**src/rtl/kcpsm_pkg.sv**
```systemverilog
// Shared types, opcode constants and sizes for the 8-bit controller execute block.
package kcpsm_pkg;

  localparam int STACK_DEPTH_DEF = 16;

  // Instruction groups, taken from bits 15:12.
  localparam logic [3:0] OP_CTRL  = 4'h8;
  localparam logic [3:0] OP_COND  = 4'h9;
  localparam logic [3:0] OP_IN_K  = 4'hA;
  localparam logic [3:0] OP_IN_R  = 4'hB;
  localparam logic [3:0] OP_ALU_R = 4'hC;
  localparam logic [3:0] OP_SHIFT = 4'hD;
  localparam logic [3:0] OP_OUT_K = 4'hE;
  localparam logic [3:0] OP_OUT_R = 4'hF;

  // Fixed control words.
  localparam logic [15:0] INS_EINT     = 16'h8030;
  localparam logic [15:0] INS_DINT     = 16'h8010;
  localparam logic [15:0] INS_RETI_DIS = 16'h80D0;
  localparam logic [15:0] INS_RETI_EN  = 16'h80F0;
  localparam logic [7:0]  RET_LOW      = 8'h80;

  // ALU operations.
  localparam logic [2:0] ALU_LOAD  = 3'd0;
  localparam logic [2:0] ALU_AND   = 3'd1;
  localparam logic [2:0] ALU_OR    = 3'd2;
  localparam logic [2:0] ALU_XOR   = 3'd3;
  localparam logic [2:0] ALU_ADD   = 3'd4;
  localparam logic [2:0] ALU_ADDCY = 3'd5;
  localparam logic [2:0] ALU_SUB   = 3'd6;
  localparam logic [2:0] ALU_SUBCY = 3'd7;

  // Shift and rotate codes.
  localparam logic [3:0] SH_SLA = 4'h0;
  localparam logic [3:0] SH_RL  = 4'h2;
  localparam logic [3:0] SH_SLX = 4'h4;
  localparam logic [3:0] SH_SL0 = 4'h6;
  localparam logic [3:0] SH_SL1 = 4'h7;
  localparam logic [3:0] SH_SRA = 4'h8;
  localparam logic [3:0] SH_SRX = 4'hA;
  localparam logic [3:0] SH_RR  = 4'hC;
  localparam logic [3:0] SH_SR0 = 4'hE;
  localparam logic [3:0] SH_SR1 = 4'hF;

  // Conditional flow forms, bits 9:8.
  localparam logic [1:0] CF_RETURN = 2'd0;
  localparam logic [1:0] CF_JUMP   = 2'd1;
  localparam logic [1:0] CF_BAD    = 2'd2;
  localparam logic [1:0] CF_CALL   = 2'd3;

  localparam logic [1:0] FAULT_NONE   = 2'd0;
  localparam logic [1:0] FAULT_OPCODE = 2'd1;
  localparam logic [1:0] FAULT_RETURN = 2'd2;

  localparam logic [4:0] DEPTH_MAX = 5'd31;

  typedef struct packed {
    logic       rf_we;
    logic [7:0] rf_wdata;
    logic       push;
    logic       pop;
    logic [7:0] push_data;
    logic [7:0] pc_next;
    logic       carry;
    logic       zero;
    logic       ie;
    logic [4:0] depth_next;
    logic [7:0] port_id;
    logic [7:0] out_data;
    logic       read_strobe;
    logic       write_strobe;
    logic [1:0] fault;
  } exec_t;

endpackage

```
**src/rtl/kcpsm_ram.sv**
```systemverilog
// Generic single-write, single-read RAM with a registered read port.
module kcpsm_ram #(
  parameter int WIDTH = 8,
  parameter int DEPTH = 16
) (
  input  logic                     clk,
  input  logic                     we,
  input  logic [$clog2(DEPTH)-1:0] waddr,
  input  logic [WIDTH-1:0]         wdata,
  input  logic [$clog2(DEPTH)-1:0] raddr,
  output logic [WIDTH-1:0]         rdata
);

  logic [WIDTH-1:0] mem [DEPTH];

  always_ff @(posedge clk) begin
    if (we) begin
      mem[waddr] <= wdata;
    end
    rdata <= mem[raddr];
  end

endmodule

```
**src/rtl/kcpsm_exec.sv**
```systemverilog
// Combinational execute logic: decode, ALU, shifter, flow control and port strobes.
module kcpsm_exec (
  input  logic [15:0]          ins,
  input  logic [7:0]           pin,
  input  logic [7:0]           pc,
  input  logic                 carry,
  input  logic                 zero,
  input  logic                 ie,
  input  logic [4:0]           depth,
  input  logic [7:0]           rx,
  input  logic [7:0]           ry,
  input  logic [7:0]           st_top,
  output kcpsm_pkg::exec_t     e
);

  always_comb begin
    logic [7:0] pc1;
    logic [7:0] k;
    logic [7:0] alu_b;
    logic [2:0] aop;
    logic [8:0] sum;
    logic [7:0] sh_r;
    logic       sh_c;
    logic       sh_ok;
    logic       cond;
    logic       do_ret;
    logic       do_call;

    pc1     = pc + 8'd1;
    k       = ins[7:0];
    do_ret  = 1'b0;
    do_call = 1'b0;
    sh_r    = 8'h00;
    sh_c    = 1'b0;
    sh_ok   = 1'b1;

    e              = '0;
    e.pc_next      = pc1;
    e.push_data    = pc1;
    e.carry        = carry;
    e.zero         = zero;
    e.ie           = ie;
    e.depth_next   = depth;
    e.fault        = kcpsm_pkg::FAULT_NONE;

    // ALU: register operand group takes its operation from the low bits.
    aop   = (ins[15:12] == kcpsm_pkg::OP_ALU_R) ? ins[2:0] : ins[14:12];
    alu_b = (ins[15:12] == kcpsm_pkg::OP_ALU_R) ? ry : k;
    case (aop)
      kcpsm_pkg::ALU_LOAD:  sum = {1'b0, alu_b};
      kcpsm_pkg::ALU_AND:   sum = {1'b0, rx & alu_b};
      kcpsm_pkg::ALU_OR:    sum = {1'b0, rx | alu_b};
      kcpsm_pkg::ALU_XOR:   sum = {1'b0, rx ^ alu_b};
      kcpsm_pkg::ALU_ADD:   sum = {1'b0, rx} + {1'b0, alu_b};
      kcpsm_pkg::ALU_ADDCY: sum = {1'b0, rx} + {1'b0, alu_b} + {8'd0, carry};
      kcpsm_pkg::ALU_SUB:   sum = {1'b0, rx} - {1'b0, alu_b};
      default:              sum = {1'b0, rx} - {1'b0, alu_b} - {8'd0, carry};
    endcase

    case (ins[3:0])
      kcpsm_pkg::SH_SLA: begin sh_r = {rx[6:0], carry};  sh_c = rx[7]; end
      kcpsm_pkg::SH_RL:  begin sh_r = {rx[6:0], rx[7]};  sh_c = rx[7]; end
      kcpsm_pkg::SH_SLX: begin sh_r = {rx[6:0], rx[0]};  sh_c = rx[7]; end
      kcpsm_pkg::SH_SL0: begin sh_r = {rx[6:0], 1'b0};   sh_c = rx[7]; end
      kcpsm_pkg::SH_SL1: begin sh_r = {rx[6:0], 1'b1};   sh_c = rx[7]; end
      kcpsm_pkg::SH_SRA: begin sh_r = {carry, rx[7:1]};  sh_c = rx[0]; end
      kcpsm_pkg::SH_SRX: begin sh_r = {rx[7], rx[7:1]};  sh_c = rx[0]; end
      kcpsm_pkg::SH_RR:  begin sh_r = {rx[0], rx[7:1]};  sh_c = rx[0]; end
      kcpsm_pkg::SH_SR0: begin sh_r = {1'b0, rx[7:1]};   sh_c = rx[0]; end
      kcpsm_pkg::SH_SR1: begin sh_r = {1'b1, rx[7:1]};   sh_c = rx[0]; end
      default:           sh_ok = 1'b0;
    endcase

    cond = (ins[11] ? carry : zero) ^ ins[10];

    case (ins[15:12])
      kcpsm_pkg::OP_CTRL: begin
        if (ins == kcpsm_pkg::INS_EINT) begin
          e.ie = 1'b1;
        end else if (ins == kcpsm_pkg::INS_DINT) begin
          e.ie = 1'b0;
        end else if (ins == kcpsm_pkg::INS_RETI_DIS || ins == kcpsm_pkg::INS_RETI_EN) begin
          // Return from interrupt pops the stack but leaves the call depth alone.
          e.ie      = (ins == kcpsm_pkg::INS_RETI_EN);
          e.pop     = 1'b1;
          e.pc_next = st_top;
        end else if (ins[9]) begin
          do_call = ins[8];
        end else if (ins[8]) begin
          e.pc_next = k;
        end else if (k == kcpsm_pkg::RET_LOW) begin
          do_ret = 1'b1;
        end
      end
      kcpsm_pkg::OP_COND: begin
        case (ins[9:8])
          kcpsm_pkg::CF_RETURN: begin
            if (k == kcpsm_pkg::RET_LOW) begin
              do_ret = cond;
            end else begin
              e.fault = kcpsm_pkg::FAULT_OPCODE;
            end
          end
          kcpsm_pkg::CF_JUMP: begin
            if (cond) begin
              e.pc_next = k;
            end
          end
          kcpsm_pkg::CF_BAD: e.fault = kcpsm_pkg::FAULT_OPCODE;
          default:           do_call = cond;
        endcase
      end
      kcpsm_pkg::OP_IN_K, kcpsm_pkg::OP_IN_R: begin
        e.port_id     = (ins[15:12] == kcpsm_pkg::OP_IN_K) ? k : ry;
        e.read_strobe = 1'b1;
        e.rf_we       = 1'b1;
        e.rf_wdata    = pin;
      end
      kcpsm_pkg::OP_SHIFT: begin
        if (sh_ok) begin
          e.rf_we    = 1'b1;
          e.rf_wdata = sh_r;
          e.carry    = sh_c;
          e.zero     = (sh_r == 8'h00);
        end else begin
          e.fault = kcpsm_pkg::FAULT_OPCODE;
        end
      end
      kcpsm_pkg::OP_OUT_K, kcpsm_pkg::OP_OUT_R: begin
        e.port_id      = (ins[15:12] == kcpsm_pkg::OP_OUT_K) ? k : ry;
        e.out_data     = rx;
        e.write_strobe = 1'b1;
      end
      default: begin
        // Constant-operand ALU group and the register-operand ALU group.
        e.rf_we    = 1'b1;
        e.rf_wdata = sum[7:0];
        if (aop != kcpsm_pkg::ALU_LOAD) begin
          e.carry = sum[8];
          e.zero  = (sum[7:0] == 8'h00);
        end
      end
    endcase

    if (do_call) begin
      e.push       = 1'b1;
      e.pc_next    = k;
      e.depth_next = (depth == kcpsm_pkg::DEPTH_MAX) ? depth : depth + 5'd1;
    end
    if (do_ret) begin
      e.pop        = 1'b1;
      e.pc_next    = st_top;
      e.fault      = (depth == 5'd0) ? kcpsm_pkg::FAULT_RETURN : kcpsm_pkg::FAULT_NONE;
      e.depth_next = (depth == 5'd0) ? depth : depth - 5'd1;
    end
  end

endmodule

```
**src/rtl/kcpsm_8bit_instruction_execute.sv**
```systemverilog
// Top level of the 8-bit controller execute block: pipeline, state and storage.
//
// Usage: each transfer on the input channel (in_valid/in_ready) carries one
// 16-bit instruction word and the byte on the input port. Each instruction
// yields exactly one result transfer on the output channel (out_valid/out_ready)
// holding the next fetch address, port activity, flags and a fault code.
// The transfer edge loads the instruction register and launches the
// register-file and return stack reads (both registered-read RAMs), and the
// instruction then executes into the result register once the result
// register is free to take it. Throughput is one instruction per cycle while
// the receiver does not stall; the register-file and stack reads for the next
// instruction are forwarded from the write of the one executing, so dependent
// instructions run back to back.
// Reset clears the program counter, flags, stack pointer, call depth and the
// valid bits that make every register and stack entry read as zero until
// written; no clearing pass is needed. When the receiver stalls, the result
// register holds and the instruction in the input register waits; in_ready
// drops only when both are full.
module kcpsm_8bit_instruction_execute #(
  parameter int STACK_DEPTH = kcpsm_pkg::STACK_DEPTH_DEF
) (
  input  logic        clk,
  input  logic        rst,
  input  logic        in_valid,
  output logic        in_ready,
  input  logic [15:0] instruction,
  input  logic [7:0]  in_port_data,
  output logic        out_valid,
  input  logic        out_ready,
  output logic [7:0]  next_pc,
  output logic [7:0]  port_id,
  output logic [7:0]  out_data,
  output logic        read_strobe,
  output logic        write_strobe,
  output logic        carry_out,
  output logic        zero_out,
  output logic        int_enable_out,
  output logic [1:0]  fault
);

  localparam int SPW = $clog2(STACK_DEPTH);
  localparam logic [SPW-1:0] SP_LAST = SPW'(STACK_DEPTH - 1);

  logic        in_xfer;
  logic        advance;
  logic        s1_valid;
  logic [15:0] s1_ins;
  logic [7:0]  s1_pin;

  logic [7:0]  pc;
  logic        carry;
  logic        zero;
  logic        ie;
  logic [4:0]  depth;
  logic [SPW-1:0] sp;
  logic [SPW-1:0] sp_inc;
  logic [SPW-1:0] sp_dec;
  logic [SPW-1:0] sp_next;
  logic [SPW-1:0] st_base;
  logic [SPW-1:0] st_raddr;

  kcpsm_pkg::exec_t e;

  // Register file: two read copies written together.
  logic [3:0]  rd_x;
  logic [3:0]  rd_y;
  logic        rf_we;
  logic [3:0]  rf_waddr;
  logic [15:0] rf_valid;
  logic [7:0]  x_q;
  logic [7:0]  y_q;
  logic        x_fwd;
  logic        y_fwd;
  logic        x_vld;
  logic        y_vld;
  logic [7:0]  rf_fwd_data;
  logic [7:0]  rx;
  logic [7:0]  ry;

  // Return stack.
  logic                   st_we;
  logic [STACK_DEPTH-1:0] st_valid;
  logic [7:0]             st_q;
  logic                   st_fwd;
  logic                   st_vld;
  logic [7:0]             st_fwd_data;
  logic [7:0]             st_top;

  assign advance  = s1_valid && (!out_valid || out_ready);
  assign in_ready = !s1_valid || advance;
  assign in_xfer  = in_valid && in_ready;

  always_ff @(posedge clk) begin
    if (rst) begin
      s1_valid <= 1'b0;
    end else if (in_ready) begin
      s1_valid <= in_valid;
    end
    if (in_xfer) begin
      s1_ins <= instruction;
      s1_pin <= in_port_data;
    end
  end

  // Reads are issued for whichever instruction occupies the input register next cycle.
  assign rd_x     = in_xfer ? instruction[11:8] : s1_ins[11:8];
  assign rd_y     = in_xfer ? instruction[7:4]  : s1_ins[7:4];
  assign rf_we    = advance && e.rf_we;
  assign rf_waddr = s1_ins[11:8];

  kcpsm_ram #(.WIDTH(8), .DEPTH(16)) u_rf_x (
    .clk(clk), .we(rf_we), .waddr(rf_waddr), .wdata(e.rf_wdata),
    .raddr(rd_x), .rdata(x_q)
  );

  kcpsm_ram #(.WIDTH(8), .DEPTH(16)) u_rf_y (
    .clk(clk), .we(rf_we), .waddr(rf_waddr), .wdata(e.rf_wdata),
    .raddr(rd_y), .rdata(y_q)
  );

  always_ff @(posedge clk) begin
    if (rst) begin
      rf_valid <= '0;
    end else if (rf_we) begin
      rf_valid[rf_waddr] <= 1'b1;
    end
    x_fwd       <= rf_we && (rf_waddr == rd_x);
    y_fwd       <= rf_we && (rf_waddr == rd_y);
    x_vld       <= rf_valid[rd_x];
    y_vld       <= rf_valid[rd_y];
    rf_fwd_data <= e.rf_wdata;
  end

  assign rx = x_fwd ? rf_fwd_data : (x_vld ? x_q : 8'h00);
  assign ry = y_fwd ? rf_fwd_data : (y_vld ? y_q : 8'h00);

  // Circular stack pointer arithmetic.
  assign sp_inc  = (sp == SP_LAST) ? '0 : sp + SPW'(1);
  assign sp_dec  = (sp == '0) ? SP_LAST : sp - SPW'(1);
  assign sp_next = e.push ? sp_inc : (e.pop ? sp_dec : sp);
  assign st_base = advance ? sp_next : sp;
  assign st_raddr = (st_base == '0) ? SP_LAST : st_base - SPW'(1);
  assign st_we    = advance && e.push;

  kcpsm_ram #(.WIDTH(8), .DEPTH(STACK_DEPTH)) u_stack (
    .clk(clk), .we(st_we), .waddr(sp), .wdata(e.push_data),
    .raddr(st_raddr), .rdata(st_q)
  );

  always_ff @(posedge clk) begin
    if (rst) begin
      st_valid <= '0;
    end else if (st_we) begin
      st_valid[sp] <= 1'b1;
    end
    st_fwd      <= st_we && (sp == st_raddr);
    st_vld      <= st_valid[st_raddr];
    st_fwd_data <= e.push_data;
  end

  assign st_top = st_fwd ? st_fwd_data : (st_vld ? st_q : 8'h00);

  kcpsm_exec u_exec (
    .ins(s1_ins), .pin(s1_pin), .pc(pc), .carry(carry), .zero(zero), .ie(ie),
    .depth(depth), .rx(rx), .ry(ry), .st_top(st_top), .e(e)
  );

  always_ff @(posedge clk) begin
    if (rst) begin
      pc    <= 8'h00;
      carry <= 1'b0;
      zero  <= 1'b0;
      ie    <= 1'b0;
      depth <= 5'd0;
      sp    <= '0;
    end else if (advance) begin
      pc    <= e.pc_next;
      carry <= e.carry;
      zero  <= e.zero;
      ie    <= e.ie;
      depth <= e.depth_next;
      sp    <= sp_next;
    end
  end

  // Result register.
  always_ff @(posedge clk) begin
    if (rst) begin
      out_valid <= 1'b0;
    end else if (advance) begin
      out_valid <= 1'b1;
    end else if (out_ready) begin
      out_valid <= 1'b0;
    end
    if (advance) begin
      next_pc        <= e.pc_next;
      port_id        <= e.port_id;
      out_data       <= e.out_data;
      read_strobe    <= e.read_strobe;
      write_strobe   <= e.write_strobe;
      carry_out      <= e.carry;
      zero_out       <= e.zero;
      int_enable_out <= e.ie;
      fault          <= e.fault;
    end
  end

  // The decode is only meaningful while the input register holds an instruction.
  a_no_push_pop: assert property (@(posedge clk) disable iff (rst)
    s1_valid |-> !(e.push && e.pop))
    else $error("push and pop requested together");

  a_hold_stalled: assert property (@(posedge clk) disable iff (rst)
    s1_valid && !advance |=> s1_valid && $stable(s1_ins))
    else $error("stalled instruction lost from input register");

  a_result_follows: assert property (@(posedge clk) disable iff (rst)
    advance |=> out_valid && next_pc == pc)
    else $error("result register and program counter disagree");

  a_strobes_exclusive: assert property (@(posedge clk) disable iff (rst)
    out_valid |-> !(read_strobe && write_strobe) && fault != 2'd3)
    else $error("inconsistent port strobes or fault code");

  a_push_steps: assert property (@(posedge clk) disable iff (rst)
    advance && e.push |=> sp == $past(sp_inc))
    else $error("stack pointer did not step on call");

endmodule

```
**config.mk**
```make
export PLATFORM = sky130hd
export DESIGN_NAME = kcpsm_8bit_instruction_execute
export DESIGN_NICKNAME = d
export VERILOG_FILES = /design/src/rtl/kcpsm_pkg.sv /design/src/rtl/kcpsm_ram.sv /design/src/rtl/kcpsm_exec.sv /design/src/rtl/kcpsm_8bit_instruction_execute.sv
export SDC_FILE = /design/constraint.sdc
export NUM_CORES = 1
export LEC_CHECK = 0
export ABC_AREA = 1
export CORE_UTILIZATION = 60
export CTS_CLUSTER_SIZE = 8
export DETAILED_ROUTE_END_ITERATION = 16
export DONT_BUFFER_PORTS = 1
export PLACE_DENSITY = 0.76
export SLEW_MARGIN = 20
export SYNTH_ARGS = -nofsm -noshare
export SYNTH_HDL_FRONTEND = slang
export SYNTH_SLANG_ARGS = --single-unit
```
**constraint.sdc**
```tcl
create_clock -name clk -period 9.04 [get_ports clk]
set_clock_uncertainty 0.05 [all_clocks]
set_input_delay 1.808 -clock clk [delete_from_list [all_inputs] [get_ports clk]]
set_output_delay 1.808 -clock clk [all_outputs]
set_load 0.02 [all_outputs]
```
* After elaboration in Yosys (flattened, before gate mapping)
Memory sizes are Yosys's and may differ from the RTL's. A register that Yosys moved wholly into a read port is not among the register bits.
Index checks and enable logic that the tools add are counted.
** Cells by class
- $lt $le $gt $ge :: 7
- $add $sub $neg :: 10
- Eq/ne operators :: 37
- Mux-type cells :: 92
- Bitwise operators :: 6
- Reductions and logical operators :: 34
** Operators by type and width (count)
- $mux W8 :: 18
- $pmux W8 S10 :: 1
- $eq A16 B16 Y1 const B :: 4
- $pmux W9 S7 :: 1
- $eq A4 B4 Y1 const B :: 14
- $mux W1 :: 40
- $mux W4 :: 8
- $or A16 B16 Y16 :: 2
- $pmux W8 S2 :: 2
- $pmux W9 S3 :: 1
- $lt A4 B5 Y1 const B :: 5
- $mux W5 :: 4
- $logic_not A8 Y1 :: 2
- $bmux W1 S4 :: 3
- $eq A4 B3 Y1 const B :: 3
- $eq A4 B4 Y1 :: 3
- $logic_not A4 Y1 :: 3
- $pmux W2 S2 :: 3
- $reduce_or A10 Y1 :: 1
- $reduce_or A5 Y1 :: 2
- $add A8 B8 Y9 :: 1
- $add A9 B1 Y9 :: 1
- $eq A3 B3 Y1 const B :: 3
- $logic_and A1 B1 Y1 :: 9
- other kinds (38) :: 52
** Word-level totals
- Output and inout port bits :: 33
- Register bits :: 131
- Memories :: 3
- Bits in writable memories :: 384
- Word-level logic and storage cells :: 218
** Memory list
- u_rf_x.mem :: words 16, width 8, read ports 1, clocked after Yosys merged registers in 1, write ports 1, line kcpsm_ram.sv:14 : logic [WIDTH-1:0] mem [DEPTH];
- u_rf_y.mem :: words 16, width 8, read ports 1, clocked after Yosys merged registers in 1, write ports 1, line kcpsm_ram.sv:14
- u_stack.mem :: words 16, width 8, read ports 1, clocked after Yosys merged registers in 1, write ports 1, line kcpsm_ram.sv:14

* Longest topological paths before layout
- Word-level depth :: 16
- Gate-level depth with buffers :: 28
- Mapped depth without buffers :: 28

* By module
Synthesis repeated with hierarchy kept, for this count alone.
** Unflattened totals
- Cell total of the unflattened synthesis :: 2999
- Area, all modules :: 26545.5 µm²
** Modules (own cells, without submodules)
- kcpsm_ram :: times used 3, sequential area each 4003.8 µm², cells each 551, area each 5766.8 µm²
- kcpsm_8bit_instruction_execute :: times used 1, sequential area each 3173.0 µm², cells each 587, area each 5422.7 µm²
- kcpsm_exec :: times used 1, sequential area each 0.0 µm², cells each 759, area each 3822.4 µm²

* Worst setup path before layout
Ideal clock, no wire load.
- Path type :: input to register
- From :: in out_ready
- To :: reg u_rf_y.rdata[1], read port of u_rf_y.mem
- Required time :: 8.861 ns
- Data arrival time :: 3.981 ns
- Setup slack :: 4.880 ns
- Stages on the path :: 11
- Setup time :: 0.129 ns
- Buffers on the path :: 2
- Cells stage by stage :: inv_1 nand3_1 nand2_1 inv_1 nand2_1 nand2_1 clkbuf_1 clkbuf_1 a21oi_1 o311ai_0 nand2_1
** On the way
- Word-level cells in the longest chain between the ends :: 5
** Ends and longest elaborated chain
- from (decl) :: line kcpsm_8bit_instruction_execute.sv:29 : input logic out_ready,
- $logic_or A1 B1 Y1 :: line kcpsm_8bit_instruction_execute.sv:89 : assign advance = s1_valid && (!out_valid || out_ready);
- $logic_and A1 B1 Y1 :: line kcpsm_8bit_instruction_execute.sv:89
- $logic_or A1 B1 Y1 :: line kcpsm_8bit_instruction_execute.sv:90 : assign in_ready = !s1_valid || advance;
- named net in_ready :: line kcpsm_8bit_instruction_execute.sv:25 : output logic in_ready,
- $logic_and A1 B1 Y1 :: line kcpsm_8bit_instruction_execute.sv:91 : assign in_xfer = in_valid && in_ready;
- named net in_xfer :: line kcpsm_8bit_instruction_execute.sv:44 : logic in_xfer;
- $mux W4 :: line kcpsm_8bit_instruction_execute.sv:107 : assign rd_y = in_xfer ? instruction[7:4] : s1_ins[7:4];
- to (decl) :: line kcpsm_ram.sv:11 : output logic [WIDTH-1:0] rdata
The timed path passes the listed nets, and every way through them passes these cells.
A chain may end at the register's enable or synchronous reset.

* Worst setup path in the final report
- From :: in out_ready
- To :: reg u_rf_y.rdata[2], read port of u_rf_y.mem
The elaborated chain is that of the path after synthesis.

==> key figures <==
Clocking
  – CTS buffer count: 57
  – Setup Fix Bufs, Post-CTS: 0
  – Clock sink count: approximately 400
  – Clk buf depth: 3
  – Resized Gates After CTS: 0
  – Clk Latency, worst-skew pair: between 0.6 and 0.7 ns
  – CTS tree: yes
  – Clock slew at reported path FFs: 0.05 ns
  – Clock H-tree levels: 2
  – CTS Hold Buffers Added: 0
  – Root buf cell: clkbuf_16

Route
  – WL/cell: approximately 21 um
  – Detailed Route WL: 60100 um
  – Routed Antenna Nets: 0
  – Avg Vias per Cell: ~6.2
  – Drc violations: 0
  – Drt first-iter violations: around 2600
  – Via count: between 15000 and 20000
  – Iteration count of the initial detailed-routing pass: 6

Timing
  – Final Critical Period: 5.37 ns
  – Hold Violations, Final: 0
  – Final setup margin: around 3.7 ns
  – Slew of the pin with the lowest slew margin: between 1 and 1.5 ns
  – Slew HR: about a quarter
  – Slew Viols, Final: 0
  – Final setup viols: 0
  – RSZ-0062 raised after global routing: no
  – Fin Setup TNS: 0 ns
  – Tcrit/Tclk final: between 50 and 60%
  – Fmax achieved: 186 MHz

Floorplan
  – I/O pins: about 60
  – FP Rows: a little under 70
  – Chip Width: between 150 and 200 um
  – Chip height: about 190 um
  – Die footprint: 35900 um^2
  – Starting Density: 61.1%
  – Core box area: ~35000 um^2

Place
  – Routability cong.: ~0.95
  – HPWL Detailed: slightly below 40000 um
  – Number of port buffers: 0
  – Place WS: ~3.7 ns

Worst setup path
  – Most used cell, CP: nand2_1
  – CP Launch Type: primary input
  – Largest delay share family, worst path: buffers and inverters
  – Sum of buffers and inverters on the critical path: 4
  – Crit path DAT: 5.80 ns
  – CP Max Fanout: 74
  – CP Class: in -> reg
  – Worst-path cell with the longest stage delay: clkinv_2
  – Worst path cell trace: inv_1 -> nand3_1 -> nand2_1 -> inv_1 -> nand2_1 -> nand2_2 -> buf_4 -> clkinv_2 -> nor2_1 -> nor2_1 -> o311ai_0 -> nand2_1
  – Required time worst endpoint: ~9.5 ns
  – Crit end category: flip-flop
  – Max stage delay on crit path: ~1.1 ns

Logic synthesis
  – Post-synth top area cell: edfxtp_1
  – Leading register cell type out of synthesis: edfxtp_1
  – Yosys warns: 0
  – Most frequent cell after synthesis: nand2_1
  – Post-Syn Area: 21100 um^2
  – Syn Area/Cell: just under 9 um^2
  – Sequential element share of the synthesized area: between 50% and 60%
  – Post-synthesis register bit count: about 410
  – Post-synth EDFFs: around 310
  – Synthesized Nets: around 2500
  – Netlist cell types: 57
  – Share of flip-flops with an asynchronous set or reset: 0%
  – Cells after Synth: roughly 2400
  – Yosys top cell area share: between 40 and 50%
  – Synth top cells by count: nand2_1, edfxtp_1, inv_1, nor2_1, nand3_1
  – Synth area leaders: edfxtp_1, dfxtp_1, nand2_1

Global routing
  – Largest net degree at the start of global routing: 75
  – First-pass GRT wire length: just over 90000 um
  – Total congestion overflow: 0
  – Initial antenna violation count: 0
  – Vias in the first global route: between 15000 and 20000
  – GRT Total Usage: around 34%

Finish
  – Layout area overhead: 9.27%
  – Share of layout cells above drive strength 1: 6.69%
  – Layout net count: 2428
  – # diodes: 0
  – # fillers: 2682

Power and ir drop
  – PD cells: roughly 210 nW/um^2
  – Peak VDD IR: 0.199 mV
  – Leakage Power: 9.51 nW

Flow run
  – Maxcap violations: 0

Outcome
  – Outcome: complete, no violations

Min path
  – Hold Path Class: reg -> reg
placed cells by master (no fill, tap or decap), types with 38 or more instances in the layout:
cell / n
edfxtp_1: 311
o21ai_0: 207
clkbuf_16: 58
nand3_1: 224
ha_1: 38
clkbuf_1: 45
dfxtp_1: 100
inv_1: 253
nor2_1: 247
nand2_1: 491
a21oi_1: 89
path summary, 6_finish.rpt:
path	from	endpoint	slack, ns	depth (start not counted)
min reg2reg	st_valid[8]	st_valid[8]	0.41	1
min	st_valid[8]	st_valid[8]	0.41	1
max reg2reg	out_valid	u_rf_y.rdata[2]	4.46	11
max	out_ready	u_rf_y.rdata[2]	3.67	12
metrics by stage:
stage	hold WS (ns)	power, mW	cell area (um^2)	cells	utilization (%)
4_1_cts	0.412	4.92	23000	2860	66.7
2_1_floorplan	0.382	2.71	21100	2384	-
3_3_place_gp	0.392	2.90	21300	2753	61.7
5_1_grt	0.424	5.10	23000	2861	66.7
6_report	0.409	4.93	23000	2861	66.7
3_5_place_dp	0.401	2.92	21300	2754	61.8
where the power goes:
| part | internal, mW | switching (mW) |
|---|---|---|
| Clock | 1.22 | 0.789 |
| Combinational | 0.196 | 0.538 |
| Sequential | 2.13 | 0.0572 |
cell families after synthesis:
family,share of synthesized area (%)
compound gates,13.4
xor+xnor,0.747
fa+ha+maj,2.54
flops,53.8
simple gates,22.0
buf+inv,7.56
flip-flops by register name (all words and copies together) (netlist names), 16 cells and up:
signal,count
s1_ins,16
u_rf_y.mem,128
rf_valid,16
st_valid,16
u_stack.mem,128
cell type report:
class                   instances  area, um^2  share of cell area, %
flip-flops and latches        411       11300                   49.2
multi-input cells            1588        8190                   35.6
clock buffers                 103        1620                   7.03
inverters                     269        1020                   4.41
well taps                     455         569                   2.47
repair buffers                 32         240                   1.04
clock inverters                 3        66.3                  0.288
layer usage:
| layer | part of all wire (%) | global-route usage (%) |
|---|---|---|
| met4 | 3.3 | 13.2 |
| met3 | 12 | 6.36 |
| met5 | 0 | 0 |
| met1 | 41 | 47.7 |
| met2 | 45 | 50.9 |
Note: power is estimated with default switching activity, not from simulation.
